File: src/sv/mandelbrot_pixel_colour_top_defines.svh
// assertion macros shared by the mandelbrot pixel colour rtl
// expects clk_i and rst_ni in the scope of each use
`ifndef MANDELBROT_PIXEL_COLOUR_TOP_DEFINES_SVH
`define MANDELBROT_PIXEL_COLOUR_TOP_DEFINES_SVH

// property checked at every rising edge outside reset
`define MPC_ASSERT(label, prop, msg) \
  label: assert property (@(posedge clk_i) disable iff (!rst_ni) prop) \
    else $error(msg);

// condition that must never be seen outside reset
`define MPC_ASSERT_NEVER(label, cond, msg) \
  `MPC_ASSERT(label, !(cond), msg)

`endif

File: src/sv/mpc_pkg.sv
// types, constants and helpers for the mandelbrot pixel colour block
// no dependencies
package mpc_pkg;

  // field widths
  localparam int PIX_X_W    = 9;
  localparam int PIX_Y_W    = 8;
  localparam int ITER_W     = 7;
  localparam int COLOUR_W   = 16;
  localparam int Z_W        = 32;
  localparam int STEP_W     = 28;
  localparam int PROD_W     = 64;

  // parameter defaults
  localparam int X_BITS_DEF    = 9;
  localparam int Y_BITS_DEF    = 8;
  localparam int FRAC_BITS_DEF = 28;

  localparam int QUEUE_DEPTH = 2;

  // colour division: quotient below 32, dividend count*31 fits 12 bits
  localparam int QUO_W       = 5;
  localparam int DIVIDEND_W  = 12;
  localparam int GREEN_LSB   = 6;
  localparam logic [DIVIDEND_W-1:0] GREEN_SCALE = 12'd31;

  localparam logic [COLOUR_W-1:0] COLOUR_BLUE  = 16'h001F;
  localparam logic [COLOUR_W-1:0] COLOUR_BLACK = 16'h0000;
  localparam logic [PROD_W-1:0]   ESCAPE_RADIUS_SQ = 64'd4;

  // configuration port
  localparam int APB_ADDR_W = 4;
  localparam int APB_DATA_W = 32;

  localparam logic [ITER_W-1:0]       MAX_ITER_RST = 7'd20;
  localparam logic signed [Z_W-1:0]   RE_LEFT_RST  = -32'sd706409095;
  localparam logic signed [Z_W-1:0]   IM_TOP_RST   = -32'sd317884093;
  localparam logic [STEP_W-1:0]       STEP_RST     = 28'd2825636;

  typedef enum logic [1:0] {
    REG_MAX_ITER = 2'd0,
    REG_RE_LEFT  = 2'd1,
    REG_IM_TOP   = 2'd2,
    REG_STEP     = 2'd3
  } cfg_reg_e;

  typedef struct packed {
    logic [PIX_X_W-1:0] pixel_x;
    logic [PIX_Y_W-1:0] pixel_y;
  } pixel_in_t;

  typedef struct packed {
    logic [PIX_X_W-1:0]  out_x;
    logic [PIX_Y_W-1:0]  out_y;
    logic [ITER_W-1:0]   iteration_count;
    logic [COLOUR_W-1:0] colour;
  } pixel_out_t;

  // one point waiting for the iteration engine
  typedef struct packed {
    logic [PIX_X_W-1:0]     out_x;
    logic [PIX_Y_W-1:0]     out_y;
    logic signed [Z_W-1:0]  c_re;
    logic signed [Z_W-1:0]  c_im;
  } point_t;

  typedef struct packed {
    logic full;
    logic empty;
  } q_status_t;

  typedef enum logic [2:0] {
    BK_IDLE,
    BK_MUL,
    BK_UPD,
    BK_DIV,
    BK_DONE
  } back_state_e;

  localparam logic signed [PROD_W-1:0] SAT_HI = 64'sd2147483647;
  localparam logic signed [PROD_W-1:0] SAT_LO = -64'sd2147483648;

  // clamp to the signed 32-bit range
  function automatic logic signed [Z_W-1:0] sat32(input logic signed [PROD_W-1:0] v);
    logic signed [Z_W-1:0] r;
    if (v > SAT_HI) begin
      r = SAT_HI[Z_W-1:0];
    end else if (v < SAT_LO) begin
      r = SAT_LO[Z_W-1:0];
    end else begin
      r = v[Z_W-1:0];
    end
    return r;
  endfunction

endpackage

File: src/sv/mpc_front.sv
// front end: takes pixel words and forms the point c for each
// depends on mpc_pkg
module mpc_front #(
  parameter int X_BITS = mpc_pkg::X_BITS_DEF,
  parameter int Y_BITS = mpc_pkg::Y_BITS_DEF
) (
  input  logic                clk_i,
  input  logic                rst_ni,
  input  logic                in_valid_i,
  output logic                in_stall_o,
  input  mpc_pkg::pixel_in_t  in_word_i,
  input  logic signed [31:0]  re_at_left_i,
  input  logic signed [31:0]  im_at_top_i,
  input  logic [27:0]         pixel_step_i,
  input  mpc_pkg::q_status_t  q_status_i,
  output logic                push_o,
  output mpc_pkg::point_t     point_o
);
  import mpc_pkg::*;

  localparam int XPROD_W = X_BITS + STEP_W;
  localparam int YPROD_W = Y_BITS + STEP_W;

  logic              hold_valid_q, hold_valid_d;
  logic [X_BITS-1:0] px_q;
  logic [Y_BITS-1:0] py_q;
  logic              accept;

  logic [XPROD_W-1:0]        x_prod;
  logic [YPROD_W-1:0]        y_prod;
  logic signed [PROD_W-1:0]  re_sum;
  logic signed [PROD_W-1:0]  im_sum;

  assign in_stall_o = hold_valid_q && q_status_i.full;
  assign push_o     = hold_valid_q && !q_status_i.full;
  assign accept     = in_valid_i && !in_stall_o;

  always_comb begin
    hold_valid_d = hold_valid_q;
    if (accept) begin
      hold_valid_d = 1'b1;
    end else if (push_o) begin
      hold_valid_d = 1'b0;
    end
  end

  always_ff @(posedge clk_i or negedge rst_ni) begin
    if (!rst_ni) begin
      hold_valid_q <= 1'b0;
    end else begin
      hold_valid_q <= hold_valid_d;
    end
  end

  always_ff @(posedge clk_i) begin
    if (accept) begin
      px_q <= X_BITS'(in_word_i.pixel_x);
      py_q <= Y_BITS'(in_word_i.pixel_y);
    end
  end

  // c = corner + pixel * step, clamped
  always_comb begin
    x_prod = XPROD_W'(px_q) * XPROD_W'(pixel_step_i);
    y_prod = YPROD_W'(py_q) * YPROD_W'(pixel_step_i);
    re_sum = PROD_W'(re_at_left_i) + $signed(PROD_W'(x_prod));
    im_sum = PROD_W'(im_at_top_i) + $signed(PROD_W'(y_prod));
    point_o.out_x = PIX_X_W'(px_q);
    point_o.out_y = PIX_Y_W'(py_q);
    point_o.c_re  = sat32(re_sum);
    point_o.c_im  = sat32(im_sum);
  end

endmodule

File: config.mk
export PLATFORM = sky130hd
export DESIGN_NAME = mpc_front
export DESIGN_NICKNAME = d
export VERILOG_FILES = /design/src/sv/mandelbrot_pixel_colour_top_defines.svh /design/src/sv/mpc_pkg.sv /design/src/sv/mpc_front.sv
export SDC_FILE = /design/constraint.sdc
export NUM_CORES = 1
export LEC_CHECK = 0
export ABC_CLOCK_PERIOD_IN_PS = 18350
export BUFFER_PORTS_ARGS = -buffer_cell sky130_fd_sc_hd__buf_2
export CAP_MARGIN = 40
export CORE_UTILIZATION = 25
export CTS_CLUSTER_SIZE = 24
export DETAILED_ROUTE_END_ITERATION = 10
export PLACE_DENSITY = 0.46
export REMOVE_ABC_BUFFERS = 1
export SYNTH_ARGS = -nofsm -noshare
export SYNTH_HDL_FRONTEND = slang
export SYNTH_SLANG_ARGS = --single-unit
File: constraint.sdc
create_clock -name clk_i -period 18.35 [get_ports clk_i]
set_clock_uncertainty 0.1 [all_clocks]
set_input_delay 0 -clock clk_i [delete_from_list [all_inputs] [get_ports clk_i]]
set_output_delay 0 -clock clk_i [all_outputs]
set_load 0.05 [all_outputs]
==> flow_summary.toml <==
[status]
status = "complete, no violations"

[clocking]
cts_sinks = 18
clockBufferDepth = 2
clkSlewWorstSetupHoldPaths_ns = 0.05
htreeDepth = 1
cts_buffers = 3
cts_resized = 0
clockRootBuffer = "clkbuf_16"
clkLatencyLatePin_ns = 0.25
cts_tree = "built"

[detailed_routing]
via_count = 16500
firstDrtPassIters = 5
routed_via_density = 4.52
ant_nets = 0
drc = 0
avgRoutedWirePerCell_microns = 15.0
drtIter0Drc = 678
wirelength_microns = 54500

[die]
die_h_microns = 286
core_sq_um = 79400
start_util = 0.254
num_rows = 103
die_area_sq_um = 81800
die_w_microns = 286
io_pins = 197

[synth]
synth.top_cell.area_share = 0.339
synth_top_cells_by_count = "424 x inv_1, 341 x fa_1, 326 x and2_1, 232 x nand2_1, 198 x ha_1"
synth_area_leader_cell = "fa_1"
syn_area_sq_um = 20200
synthDistinctLibCells = 89
synthFlopType = "edfxtp_1"
syn_avg_cell_area_sq_um = 8.24
ys_ff_latch = 18
synth_edf_count = 17
seq_area_frac_synth = 0.0266
synth_area_leaders = "fa_1 34%, ha_1 12%, and2_1 10%"
synth_most_common_cell = "inv_1"
synth-warning-count = 0
syn_inst = 2447
synthArstFlopShare = 0.0556

[global_route]
grt_max_degree = 32
grtUsageTotal = 0.134
grt_pass1_vias = 17100
grt_first_pass_wirelength_microns = 90000
antenna_found_initial = 7
grt-ovfl-total = 0

[sta]
setup-tns-final_ns = 0
report.final.slew_viol_count = 0
maxSlewHeadroom = 0.510
fmax_mhz = 108
tightest_slew_ns = 0.733
period_minus_slack_ns = 9.29
finalSetupViolations = 0
rsz0062_at_grt = "no"
hold_viol_final = 0
min_period_over_period = 0.506

[finish]
fillers = 8739
syn_to_final_growth_pct = 11.6
diodes = 0
drive_gt1_frac = 0.102
nets = 3247

[worst_setup_path]
crit_required_ns = 18.25
cp-startpoint = "py_q[7]$_DFFE_PP_"
path_common_cell = "fa_1"
cpLargestDelayFamily = "adder cells"
crit_slowest_cell = "or4_1"
endpoint_kind = "output pin"
cp_max_fo = 31
start_kind = "flip-flop"
cp_slowest_stage_delay_ns = 0.63
r2r_start = "hold_valid_q$_DFFE_PN0P_"
path_class = "reg -> out"
crit_buf_inv = 5
cp.arrival_ns = 9.19

[placed_design]
port-buffer-count = 195
gp_congestion = 0.807
hpwl_microns = 43400

[hold_path]
hold_start = "q_status_i[1]"
holdCritPathClass = "in -> reg"

[run]
cap_violations = 0
-- worst reg2reg max path: stages (launching register included) --
cell and delay, ns:
dfrtp_1 0.37, and2_1 0.16, nor2b_1 0.58, buf_4 0.30
-- registers in the layout, indices dropped and copies added, names as in the netlist --
signal,cells
px_q,9
py_q,8
hold_valid_q,1
-- placed cells by master, fill, tap and decap left out, types with 4 or more instances in the layout --
cell type        n
inv_1          424
fa_1           341
and2_1         326
nand2_1        232
ha_1           198
buf_2          196
a21oi_1        116
nor2_1          88
xnor2_1         86
a21o_1          85
o21ai_0         56
o21ai_1         37
xor2_1          34
nand3_1         33
nand2b_1        27
o21a_1          23
o21bai_1        23
nor2b_1         21
dlygate4sd3_1   20
buf_4           20
nor3_1          19
edfxtp_1        17
a31oi_1         12
and3_1          11
nand4_1         10
o211ai_1         8
or2_2            7
nor4_1           7
a21oi_2          6
or3_1            5
o31ai_1          5
a211oi_1         4
o211a_1          4
a31o_1           4
-- final timing paths --
path                                             to  slack (ns)  cells after the start
max                                      point_o[2]        9.06                     31
min                        hold_valid_q$_DFFE_PN0P_        0.05                      3
max reg2reg                       px_q[6]$_DFFE_PP_       16.54                      3
min reg2reg                hold_valid_q$_DFFE_PN0P_        0.56                      2
max in group asynchronous  hold_valid_q$_DFFE_PN0P_       17.58                      3
min in group asynchronous  hold_valid_q$_DFFE_PN0P_        0.47                      3
-- metrics by stage --
step	setup slack (ns)	hold WS (ns)	util	cell area (sq um)	instances
finish	9.06	0.0457	0.283	22500	3643
global route	8.54	0.0570	0.283	22500	3643
CTS	9.05	0.0341	0.283	22500	3643
detailed placement	9.33	-0.325	0.280	22200	3619
global placement	9.00	-0.325	0.279	22200	3615
floorplan	9.16	-0.396	-	19700	2350
-- repair_timing --
| action | 4_1_cts | 5_1_grt |
|---|---|---|
| hold buffers | 20 | 0 |
| buffers inserted | 0 | 0 |
| endpoints found under the hold margin | 19 | 0 |
-- cell families (layout without fill, tap and decap cells) --
group	Yosys count	in the layout	share of synthesized area
AND/OR/NAND/NOR	806	806	0.209
adder cells (fa/ha/maj)	539	539	0.461
buffers and inverters	521	667	0.101
AO/OA/AOI/OAI	440	440	0.148
XOR/XNOR	122	122	0.0537
flip-flops	18	18	0.0266
multiplexers	1	1	0.000496
-- final cells by class --
type	instances	area (sq um)	area share
clock buffer	4	78.8	0.00350
inverter	424	1590	0.0707
multi-input combinational	1908	17600	0.782
sequential	18	536	0.0238
tap	1050	1310	0.0584
timing repair buffer	239	1390	0.0618
-- metal layers --
metal  routed length, microns  track usage
met2                    26500        0.232
met3                     1590      0.00813
met4                      278      0.00789
met1                    26100        0.190
met5                       59            0
Power is left out: the tool's default activity adds up to more than one toggle a clock period on the data nets, which glitch-free logic cannot reach.
