==> src/sv/mandelbrot_pixel_colour_top_defines.svh <==
// assertion macros shared by the mandelbrot pixel colour rtl
// expects clk_i and rst_ni in the scope of each use
`ifndef MANDELBROT_PIXEL_COLOUR_TOP_DEFINES_SVH
`define MANDELBROT_PIXEL_COLOUR_TOP_DEFINES_SVH

// property checked at every rising edge outside reset
`define MPC_ASSERT(label, prop, msg) \
  label: assert property (@(posedge clk_i) disable iff (!rst_ni) prop) \
    else $error(msg);

// condition that must never be seen outside reset
`define MPC_ASSERT_NEVER(label, cond, msg) \
  `MPC_ASSERT(label, !(cond), msg)

`endif

==> src/sv/mpc_pkg.sv <==
// types, constants and helpers for the mandelbrot pixel colour block
// no dependencies
package mpc_pkg;

  // field widths
  localparam int PIX_X_W    = 9;
  localparam int PIX_Y_W    = 8;
  localparam int ITER_W     = 7;
  localparam int COLOUR_W   = 16;
  localparam int Z_W        = 32;
  localparam int STEP_W     = 28;
  localparam int PROD_W     = 64;

  // parameter defaults
  localparam int X_BITS_DEF    = 9;
  localparam int Y_BITS_DEF    = 8;
  localparam int FRAC_BITS_DEF = 28;

  localparam int QUEUE_DEPTH = 2;

  // colour division: quotient below 32, dividend count*31 fits 12 bits
  localparam int QUO_W       = 5;
  localparam int DIVIDEND_W  = 12;
  localparam int GREEN_LSB   = 6;
  localparam logic [DIVIDEND_W-1:0] GREEN_SCALE = 12'd31;

  localparam logic [COLOUR_W-1:0] COLOUR_BLUE  = 16'h001F;
  localparam logic [COLOUR_W-1:0] COLOUR_BLACK = 16'h0000;
  localparam logic [PROD_W-1:0]   ESCAPE_RADIUS_SQ = 64'd4;

  // configuration port
  localparam int APB_ADDR_W = 4;
  localparam int APB_DATA_W = 32;

  localparam logic [ITER_W-1:0]       MAX_ITER_RST = 7'd20;
  localparam logic signed [Z_W-1:0]   RE_LEFT_RST  = -32'sd706409095;
  localparam logic signed [Z_W-1:0]   IM_TOP_RST   = -32'sd317884093;
  localparam logic [STEP_W-1:0]       STEP_RST     = 28'd2825636;

  typedef enum logic [1:0] {
    REG_MAX_ITER = 2'd0,
    REG_RE_LEFT  = 2'd1,
    REG_IM_TOP   = 2'd2,
    REG_STEP     = 2'd3
  } cfg_reg_e;

  typedef struct packed {
    logic [PIX_X_W-1:0] pixel_x;
    logic [PIX_Y_W-1:0] pixel_y;
  } pixel_in_t;

  typedef struct packed {
    logic [PIX_X_W-1:0]  out_x;
    logic [PIX_Y_W-1:0]  out_y;
    logic [ITER_W-1:0]   iteration_count;
    logic [COLOUR_W-1:0] colour;
  } pixel_out_t;

  // one point waiting for the iteration engine
  typedef struct packed {
    logic [PIX_X_W-1:0]     out_x;
    logic [PIX_Y_W-1:0]     out_y;
    logic signed [Z_W-1:0]  c_re;
    logic signed [Z_W-1:0]  c_im;
  } point_t;

  typedef struct packed {
    logic full;
    logic empty;
  } q_status_t;

  typedef enum logic [2:0] {
    BK_IDLE,
    BK_MUL,
    BK_UPD,
    BK_DIV,
    BK_DONE
  } back_state_e;

  localparam logic signed [PROD_W-1:0] SAT_HI = 64'sd2147483647;
  localparam logic signed [PROD_W-1:0] SAT_LO = -64'sd2147483648;

  // clamp to the signed 32-bit range
  function automatic logic signed [Z_W-1:0] sat32(input logic signed [PROD_W-1:0] v);
    logic signed [Z_W-1:0] r;
    if (v > SAT_HI) begin
      r = SAT_HI[Z_W-1:0];
    end else if (v < SAT_LO) begin
      r = SAT_LO[Z_W-1:0];
    end else begin
      r = v[Z_W-1:0];
    end
    return r;
  endfunction

endpackage

==> src/sv/mpc_queue.sv <==
// short first-in first-out queue of points between front and back
// depends on mpc_pkg and the assertion macro header
`include "mandelbrot_pixel_colour_top_defines.svh"

module mpc_queue #(
  parameter int DEPTH = mpc_pkg::QUEUE_DEPTH
) (
  input  logic                clk_i,
  input  logic                rst_ni,
  input  logic                push_i,
  input  mpc_pkg::point_t     point_i,
  input  logic                pop_i,
  output mpc_pkg::point_t     head_o,
  output mpc_pkg::q_status_t  status_o
);
  import mpc_pkg::*;

  localparam int PTR_W = $clog2(DEPTH);
  localparam int LVL_W = $clog2(DEPTH + 1);

  point_t            mem_q [DEPTH];
  logic [PTR_W-1:0]  wr_ptr_q, wr_ptr_d;
  logic [PTR_W-1:0]  rd_ptr_q, rd_ptr_d;
  logic [LVL_W-1:0]  level_q, level_d;

  always_comb begin
    wr_ptr_d = wr_ptr_q;
    rd_ptr_d = rd_ptr_q;
    level_d  = level_q;
    if (push_i) begin
      wr_ptr_d = (wr_ptr_q == PTR_W'(DEPTH - 1)) ? '0 : wr_ptr_q + 1'b1;
    end
    if (pop_i) begin
      rd_ptr_d = (rd_ptr_q == PTR_W'(DEPTH - 1)) ? '0 : rd_ptr_q + 1'b1;
    end
    if (push_i && !pop_i) begin
      level_d = level_q + 1'b1;
    end else if (pop_i && !push_i) begin
      level_d = level_q - 1'b1;
    end
  end

  always_ff @(posedge clk_i or negedge rst_ni) begin
    if (!rst_ni) begin
      wr_ptr_q <= '0;
      rd_ptr_q <= '0;
      level_q  <= '0;
    end else begin
      wr_ptr_q <= wr_ptr_d;
      rd_ptr_q <= rd_ptr_d;
      level_q  <= level_d;
    end
  end

  always_ff @(posedge clk_i) begin
    if (push_i) begin
      mem_q[wr_ptr_q] <= point_i;
    end
  end

  assign head_o         = mem_q[rd_ptr_q];
  assign status_o.full  = (level_q == LVL_W'(DEPTH));
  assign status_o.empty = (level_q == '0);

  `MPC_ASSERT(q_no_push_when_full, push_i |-> !status_o.full, "push into full queue")
  `MPC_ASSERT_NEVER(q_no_pop_when_empty, pop_i && status_o.empty, "pop from empty queue")

endmodule

==> config.mk <==
export PLATFORM = sky130hd
export DESIGN_NAME = mpc_queue
export DESIGN_NICKNAME = d
export VERILOG_FILES = /design/src/sv/mpc_pkg.sv /design/src/sv/mpc_queue.sv
export VERILOG_INCLUDE_DIRS = /design/src /design/src/sv
export SDC_FILE = /design/constraint.sdc
export NUM_CORES = 1
export LEC_CHECK = 0
export ABC_AREA = 1
export BUFFER_PORTS_ARGS = -buffer_cell sky130_fd_sc_hd__buf_2
export CAP_MARGIN = 40
export CORE_ASPECT_RATIO = 1.4
export CORE_MARGIN = 2
export CORE_UTILIZATION = 52
export DETAILED_ROUTE_END_ITERATION = 8
export PLACE_DENSITY = 0.79
export SLEW_MARGIN = 20
export SYNTH_ARGS = -nofsm -noshare
export SYNTH_HDL_FRONTEND = slang
export SYNTH_SLANG_ARGS = --single-unit
export TNS_END_PERCENT = 5
==> constraint.sdc <==
create_clock -name clk_i -period 5.9 [get_ports clk_i]
set_clock_uncertainty 0.05 [all_clocks]
set_input_delay 0.295 -clock clk_i [delete_from_list [all_inputs] [get_ports clk_i]]
set_output_delay 0.295 -clock clk_i [all_outputs]
set_load 0.005 [all_outputs]
==> metrics.cfg, run 1 <==
[sta]
rsz0062_at_grt=false
timing.final.max_slew_violations=0
tightest_slew_ns=0.774
fmax_mhz=337
period_share_pct=50.2
worst_hold_slack_ns=0.0231
layout_min_cycle_time_ns=2.96
maxSlewHeadroom_pct=48.4
setup_viol=0
hold_violations=0
fin_setup_tns_ns=0

[clocking]
clk_pin_slew_ns=0.06
ctsHoldBuffers=1
htreeDepth=4
cts_buffer_depth=2
numCtsBuffers=17
insertion_delay_ns=0.40
cts-root-buf=clkbuf_16
cts_resized=0
cts_tree=done
cts.sinks=166
cts_setup_buffers=0

[flow_run]
cap_violations=0

[logic_synthesis]
syn_area_per_cell_um2=23.3
synth_seq_cells=166
ys_seq_area_share_pct=77.0
synthCells=277
syn-cell-area_um2=6450
ys_warn_count=0
netlist-cell-type-count=14
syn_nets=363

[placement]
gp_congestion=0.695
portBuffers=167
hpwlAfterDp_mm=7.50
place_area_um2=7360

[floorplan]
placeableCoreArea_um2=12200
num_rows=48
initial_utilization_pct=52.9
die_width_um=98.1
die_area_um2=13300
io_pins=168
die_h_um=136

[hold_path]
worst_hold_path_type=input pin to register

[power_and_ir_drop]
power_leakage_nw=3.25
peakVddDrop_mv=0.326
powerDensity_nw_per_um2=473
power_w=0.00376

[global_route]
grt_pass1_vias=3259
grt_antenna_before_repair=4
grtUsageTotal_pct=16.4
grt_max_degree=53
grt_pass1_wl_mm=16.3
grt-ovfl-total=0

[route]
ant_nets=0
detail_route.first_pass.iterations=4
drc=0
route.vias.total=3120
finalWirelength_mm=10.9
wl_per_cell_um=17.4
drt_iter0_drc=138
viasPerCell=4.99

[worst_setup_path]
start_kind=register
critPathTopFamily=flip-flops
crit_type=register to output pin
cp_num_buf_inv=2
cp_cell_sequence=buf_4 -> mux2_2 -> buf_2
slowest_stage=dfrtp_4
cp_data_required_time_ns=5.56
cp_max_fo=44
max_stage_delay_ns=0.90
worstSetupEndpointType=output pin
crit_arrival_ns=2.62
ff2ff_setup_slack_ns=3.90

[final_layout]
layout_common_cells=167 x buf_2, 162 x edfxtp_1, 79 x mux2_4, 17 x clkbuf_16, 6 x inv_1
fin_area_um2=7940
area_delta_synth_final_pct=23.1
final_nets=545
layout_commonest_cell=buf_2
fillCellCount=871
drive_above_1_share_pct=60.0

[run_status]
status=completed

-- sequential cells by signal, indices dropped and copies added (netlist names) --
register  count
mem_q       162
level_q       2
rd_ptr_q      1
wr_ptr_q      1
-- through the flow --
step           cells  util, %  setup WS (ns)
2_1_floorplan    277        -           1.54
3_3_place_gp     588     60.2           3.36
3_5_place_dp     589     60.4           3.32
4_1_cts          622     65.1           2.89
5_1_grt          624     65.1           2.78
6_report         625     65.1           2.94
-- power breakdown --
group / internal, W / switching (W) / leakage, nW
Sequential: 0.00157 / 0.000135 / 1.57
Combinational: 0.000599 / 0.000422 / 1.42
Clock: 0.000617 / 0.000416 / 0.260
Total: 0.00278 / 0.000973 / 3.25
-- worst paths after layout --
kind	startpoint	to	cells after the start
setup / recovery	rd_ptr_q	head_o[64]	3
hold / removal	point_i[63]	mem_q[0][63]	1
setup reg to reg	wr_ptr_q	mem_q[1][80]	3
hold reg to reg	level_q[1]	level_q[1]	2
max in group asynchronous	rst_ni	rd_ptr_q	2
min in group asynchronous	rst_ni	rd_ptr_q	2
-- cell usage after synthesis --
| library cell | n | area [um^2] |
|---|---|---|
| edfxtp_1 | 162 | 4860 |
| mux2_4 | 79 | 1190 |
| buf_12 | 8 | 160 |
| inv_1 | 7 | 26.3 |
| nand2_1 | 5 | 18.8 |
| dfrtp_1 | 4 | 100 |
| nor2_1 | 3 | 11.3 |
| mux2_2 | 2 | 22.5 |
| xor2_1 | 2 | 17.5 |
| buf_6 | 1 | 11.3 |
| ha_1 | 1 | 12.5 |
| nand3_1 | 1 | 5.00 |
| nand4_1 | 1 | 6.26 |
| xnor2_1 | 1 | 8.76 |
-- layout make-up --
class / instances / area [um^2] / share of cell area [%]
Tap cell: 150 / 188 / 2.36
Sequential cell: 166 / 4970 / 62.6
Inverter: 7 / 27.5 / 0.347
Multi-Input combinational cell: 95 / 1300 / 16.3
Clock inverter: 14 / 136 / 1.72
Clock buffer: 18 / 429 / 5.40
Timing Repair Buffer: 172 / 888 / 11.2
Antenna cell: 3 / 7.51 / 0.0945
-- layer usage --
layer / vias to the layer above / GRT usage, % / wire length [um]
li1: 1448 / - / -
met1: 1545 / 17.6 / 3860
met2: 106 / 29.1 / 6150
met3: 19 / 5.06 / 628
met4: 2 / 8.14 / 233
met5: - / 0 / 13
-- cells by family after synthesis --
logic type | share of synthesized area [%]
fa+ha+maj | 0.194
buf+inv | 3.06
flops | 77.0
mux | 18.7
simple gates | 0.640
xor+xnor | 0.407
Power figures use the tool's default switching activity.
==> run 2, diff against run 1 <==
--- a/config.mk
+++ b/config.mk
@@ -11,9 +11,9 @@
 export CAP_MARGIN = 40
 export CORE_ASPECT_RATIO = 1.4
 export CORE_MARGIN = 2
-export CORE_UTILIZATION = 52
+export CORE_UTILIZATION = 47
 export DETAILED_ROUTE_END_ITERATION = 8
-export PLACE_DENSITY = 0.79
+export PLACE_DENSITY = 0.75
 export SLEW_MARGIN = 20
 export SYNTH_ARGS = -nofsm -noshare
 export SYNTH_HDL_FRONTEND = slang
==> constraint.sdc (replaced) <==
create_clock -name clk_i -period 2.4 [get_ports clk_i]
set_clock_uncertainty 0.05 [all_clocks]
set_input_delay 0.12 -clock clk_i [delete_from_list [all_inputs] [get_ports clk_i]]
set_output_delay 0.12 -clock clk_i [all_outputs]
set_load 0.005 [all_outputs]
==> metrics.cfg, run 2 (synthesis gave the netlist of run 1 again) <==
[global_route]
grt_max_degree=51
grt_pass1_vias=3777
grt-ovfl-total=0
grtUsageTotal_pct=17.0
grt_antenna_before_repair=1
grt_pass1_wl_mm=18.2

[clocking]
cts-root-buf=clkbuf_16
cts_resized=0
insertion_delay_ns=0.40
cts.sinks=166
cts_buffer_depth=2
cts_setup_buffers=0
cts_tree=done
htreeDepth=4
clk_pin_slew_ns=0.06
numCtsBuffers=17

[final_layout]
fillCellCount=957
drive_above_1_share_pct=50.4
largest_register=mem_q
layout_commonest_cell=buf_2
area_delta_synth_final_pct=36.7
utilization_pct=65.9
final_nets=631
layout_common_cells=167 x buf_2, 162 x edfxtp_1, 85 x dlygate4sd3_1, 79 x mux2_4, 17 x clkbuf_16
largest_register_ff_count=162
reg_top3=mem_q x162, level_q x2

[power_and_ir_drop]
p_sw_w=0.00244
p_seq_share_pct=43.2
peakVddDrop_mv=0.717
powerDensity_nw_per_um2=1060
p_comb_share_pct=30.9
intPower_w=0.00688
pwr-share-clk_pct=25.9
swShare_pct=26.2
power_leakage_nw=3.60

[sta]
timing.final.max_slew_violations=0
setup_viol=0
tightest_slew_ns=0.676
maxSlewHeadroom_pct=54.9
layout_min_cycle_time_ns=1.86
hold_violations=0
worst_hold_slack_ns=0.388
rsz0062_at_grt=false
period_share_pct=77.4
fin_setup_tns_ns=0
fmax_mhz=539

[worst_setup_path]
crit_arrival_ns=1.69
cp-startpoint=rd_ptr_q
cp_max_fo=43
max_stage_delay_ns=0.44
cp_cell_sequence=buf_12 -> mux2_2 -> buf_2
crit_type=register to output pin
reg2reg_from=wr_ptr_q
cp_data_required_time_ns=2.23
slowest_stage=dfrtp_4
worstSetupEndpointType=output pin
start_kind=register

[route]
ant_nets=0
wl_per_cell_um=16.4
detail_route.first_pass.iterations=5
finalWirelength_mm=12.2
drc=0
drt_iter0_drc=140
route.vias.total=3484
viasPerCell=4.70

[placement]
gp_congestion=0.704
hpwlAfterDp_mm=7.59
portBuffers=167

[floorplan]
die_h_um=143
die_area_um2=14700
io_pins=168
placeableCoreArea_um2=13400
die_width_um=103
initial_utilization_pct=48.2
num_rows=50

[hold_path]
hold_start=point_i[19]
worst_hold_path_type=input pin to register

[run_status]
status=completed

[flow_run]
cap_violations=0

==> run 2: changes by cell type in the layout (fill, tap and decap cells not counted), sizes merged <==
cell,before,now
buf,171,173
bufinv,2,1
diode,3,2
clkinv,8,7
clkbuf,18,22
dlygate4sd3,1,85
clkinvlp,5,3
==> run 2: final cells by class <==
type | count | area, um^2 | share of cell area, %
inverter | 7 | 27.5 | 0.312
timing repair buffer | 258 | 1770 | 20.1
multi-input combinational | 95 | 1300 | 14.7
tap | 182 | 228 | 2.58
clock buffer | 22 | 444 | 5.04
sequential | 166 | 4970 | 56.3
antenna | 2 | 5.00 | 0.0567
clock inverter | 10 | 82.6 | 0.936
==> run 2: worst paths after layout <==
check                                     to  slack, ns  cells past startpoint
min in group asynchronous           rd_ptr_q       0.58                      3
worst max-delay path              head_o[64]       0.54                      3
worst min register to register    level_q[1]       0.49                      2
max in group asynchronous           rd_ptr_q       1.52                      3
worst min-delay path            mem_q[0][19]       0.39                      2
worst max register to register  mem_q[0][44]       0.86                      2
==> run 2: worst max-delay path: cells and delay by family (launching register included) <==
family                 cells  cell delay [ns]
muxes                      1             0.38
DFF                        1             0.44
buffers and inverters      2             0.43
==> run 2: per-layer routing <==
layer  GRT usage, %  wire, um
met5              0         0
met3           4.94       509
met2           31.0      7030
met4           9.42       343
met1           16.6      4300
==> run 2: power groups by stage <==
stage | clock [W] | combinational [W] | sequential, W
after floorplan | 0 | 0.00206 | 0.00404
after global placement | 0 | 0.00276 | 0.00404
after detailed placement | 0 | 0.00281 | 0.00409
after CTS | 0.00249 | 0.00293 | 0.00403
after global routing | 0.00261 | 0.00310 | 0.00407
final | 0.00241 | 0.00288 | 0.00402
==> run 2: through the flow <==
step                instances  instance area, um^2  power, W  worst slack [ns]
CTS                       740                 8820   0.00945             0.510
detailed placement        623                 7440   0.00690             0.843
global placement          623                 7440   0.00680             0.884
finish                    742                 8820   0.00931             0.543
floorplan                 277                 6460   0.00610            -0.126
global route              741                 8820   0.00977             0.460
==> run 2: timing repair <==
item | CTS | global route
setup endpoints to repair | 0 | 0
hold endpoints to repair | 168 | 0
hold buffers | 85 | 0
==> run 3, diff against run 2 <==
--- a/config.mk
+++ b/config.mk
@@ -6,7 +6,7 @@
 export SDC_FILE = /design/constraint.sdc
 export NUM_CORES = 1
 export LEC_CHECK = 0
-export ABC_AREA = 1
+export ABC_AREA = 0
 export BUFFER_PORTS_ARGS = -buffer_cell sky130_fd_sc_hd__buf_2
 export CAP_MARGIN = 40
 export CORE_ASPECT_RATIO = 1.4
==> constraint.sdc (replaced) <==
create_clock -name clk_i -period 1.5 [get_ports clk_i]
set_clock_uncertainty 0.05 [all_clocks]
set_input_delay 0.075 -clock clk_i [delete_from_list [all_inputs] [get_ports clk_i]]
set_output_delay 0.075 -clock clk_i [all_outputs]
set_load 0.005 [all_outputs]
==> metrics.cfg, run 3 <==
[worst_setup_path]
cp_num_buf_inv=2
critPathTopFamily=flip-flops
crit_arrival_ns=1.64
worstSetupEndpointType=output pin
cp_max_fo=19
cp_cell_sequence=clkbuf_16 -> mux2_4 -> buf_6
crit_type=register to output pin
cp_data_required_time_ns=1.37
start_kind=register
slowest_stage=dfrtp_4
max_stage_delay_ns=0.55

[placement]
hpwlAfterDp_mm=7.37
portBuffers=167
gp_congestion=0.764

[final_layout]
largest_register=mem_q
reg_top3=mem_q x162, level_q x2
seq_area_um2=4970
layout_common_cells=162 x edfxtp_1, 86 x buf_2, 85 x dlygate4sd3_1, 81 x mux2_4, 81 x buf_6
multi_input_area_um2=1310
final_nets=625
fillCellCount=843
drive_above_1_share_pct=52.7
largest_register_ff_count=162
layout_commonest_cell=edfxtp_1
area_delta_synth_final_pct=47.3

[logic_synthesis]
ys_seq_area_share_pct=77.2
synthTopCellsByArea=edfxtp_1 76%, mux2_4 18%, buf_12 2.5%
synth.top_cell.area_share_pct=75.6
ys_top_cells_by_count=162 x edfxtp_1, 79 x mux2_4, 8 x buf_12
synthCells=268
ys.flop_type=edfxtp_1
syn-cell-area_um2=6430
async_flop_share_pct=2.41
yosysMostFrequentCell=edfxtp_1
synth_seq_cells=166
synth_top_area_cell=edfxtp_1
ys_warn_count=0
syn_nets=354
netlist-cell-type-count=13
synth_edf_count=162
syn_area_per_cell_um2=24.0

[floorplan]
die_area_um2=14600
num_rows=50
io_pins=168
die_width_um=103
placeableCoreArea_um2=13400
initial_utilization_pct=48.0
die_h_um=142

[power_and_ir_drop]
pwr-share-clk_pct=25.0
p_seq_share_pct=38.5
powerDensity_nw_per_um2=1770
swShare_pct=25.9
power_leakage_nw=3.83
peakVddDrop_mv=1.13
intPower_w=0.0125
power_w=0.0168
p_comb_share_pct=36.4
p_sw_w=0.00435

[global_route]
grtUsageTotal_pct=17.3
grt-ovfl-total=0
grt_pass1_wl_mm=18.6
grt_pass1_vias=3680
grt_antenna_before_repair=0
grt_max_degree=43

[route]
finalWirelength_mm=13.0
detail_route.first_pass.iterations=4
viasPerCell=4.70
ant_nets=0
route.vias.total=3454
drc=0
drt_iter0_drc=118
wl_per_cell_um=17.7

[clocking]
cts.sinks=166
numCtsBuffers=17
cts_buffer_depth=2
clk_pin_slew_ns=0.07
insertion_delay_ns=0.40
htreeDepth=4
cts-root-buf=clkbuf_16
cts_tree=done

[sta]
hold_violations=0
timing.final.max_slew_violations=0
period_share_pct=118
timing.final.ws_setup_ns=-0.264
maxSlewHeadroom_pct=83.2
layout_min_cycle_time_ns=1.76
fmax_mhz=567
tightest_slew_ns=0.252
setup_viol=81
fin_setup_tns_ns=-18.53
rsz0062_at_grt=true

[flow_run]
cap_violations=0

[run_status]
status=finished with violations
violations=negative setup slack

[hold_path]
worst_hold_path_type=input pin to register

-- run 3: layout make-up --
cell class	instances	area share, %
flip-flops and latches	166	52.4
repair buffers	261	25.2
multi-input cells	92	13.8
clock buffers	18	4.53
well taps	182	2.40
clock inverters	14	1.57
inverters	1	0.0396
diodes	1	0.0264
-- run 3: path summary, 6_finish.rpt --
| path | startpoint | slack, ns | endpoint | depth (start not counted) |
|---|---|---|---|---|
| setup / recovery | rd_ptr_q | -0.26 | head_o[5] | 3 |
| hold / removal | point_i[55] | 0.34 | mem_q[0][55] | 2 |
| setup reg to reg | wr_ptr_q | 0.15 | mem_q[1][72] | 2 |
| hold reg to reg | level_q[1] | 0.46 | level_q[1] | 1 |
| max in group asynchronous | rst_ni | 0.67 | rd_ptr_q | 3 |
| min in group asynchronous | rst_ni | 0.53 | level_q[0] | 3 |
-- run 3: cell families (layout without fill, tap and decap cells) --
kind of cell	after synthesis	in the layout	synth area share (%)
DFF	166	166	77.2
other	0	1	0
buffers and inverters	10	294	2.72
adders and majority gates	1	1	0.195
and+or+nand+nor	5	5	0.409
xor gates and xnor gates	5	5	0.681
muxes	81	81	18.8
-- run 3: timing repair --
action                                  4_1_cts  5_1_grt
setup buffers                                 0        0
gates resized for setup                      76        8
endpoints found under the setup margin       81       81
hold endpoints to repair                    168        0
cloned                                        0        1
pin swaps                                     0        0
hold buffers                                 85        0
-- run 3: per-stage QoR --
step | instances | instance area, um^2 | setup WS (ns) | hold WS, ns | util (%)
finish | 735 | 9480 | -0.264 | 0.336 | 70.8
global route | 734 | 9470 | -0.304 | 0.335 | 70.8
CTS | 733 | 9400 | -0.292 | 0.320 | 70.2
detailed placement | 616 | 7500 | 0.140 | -0.161 | 56.0
global placement | 616 | 7500 | 0.163 | -0.165 | 56.0
floorplan | 268 | 6440 | -0.599 | -0.271 | -
-- run 3: power groups by stage --
stage,Clock (W),Sequential (W),Combinational (W)
2_1_floorplan,0,0.00645,0.00329
4_1_cts,0.00427,0.00645,0.00592
3_5_place_dp,0,0.00654,0.00459
5_1_grt,0.00446,0.00654,0.00647
6_report,0.00421,0.00647,0.00612
3_3_place_gp,0,0.00649,0.00452
-- run 3: metal layers --
layer	part of all wire, %	vias to the layer above	global-route usage (%)	wire length (um)
met4	3.6	0	9.14	470
li1	-	1603	-	-
met5	0	-	0	0
met1	37	1703	17.9	4770
met3	3.7	29	4.17	476
met2	56	119	31.4	7310
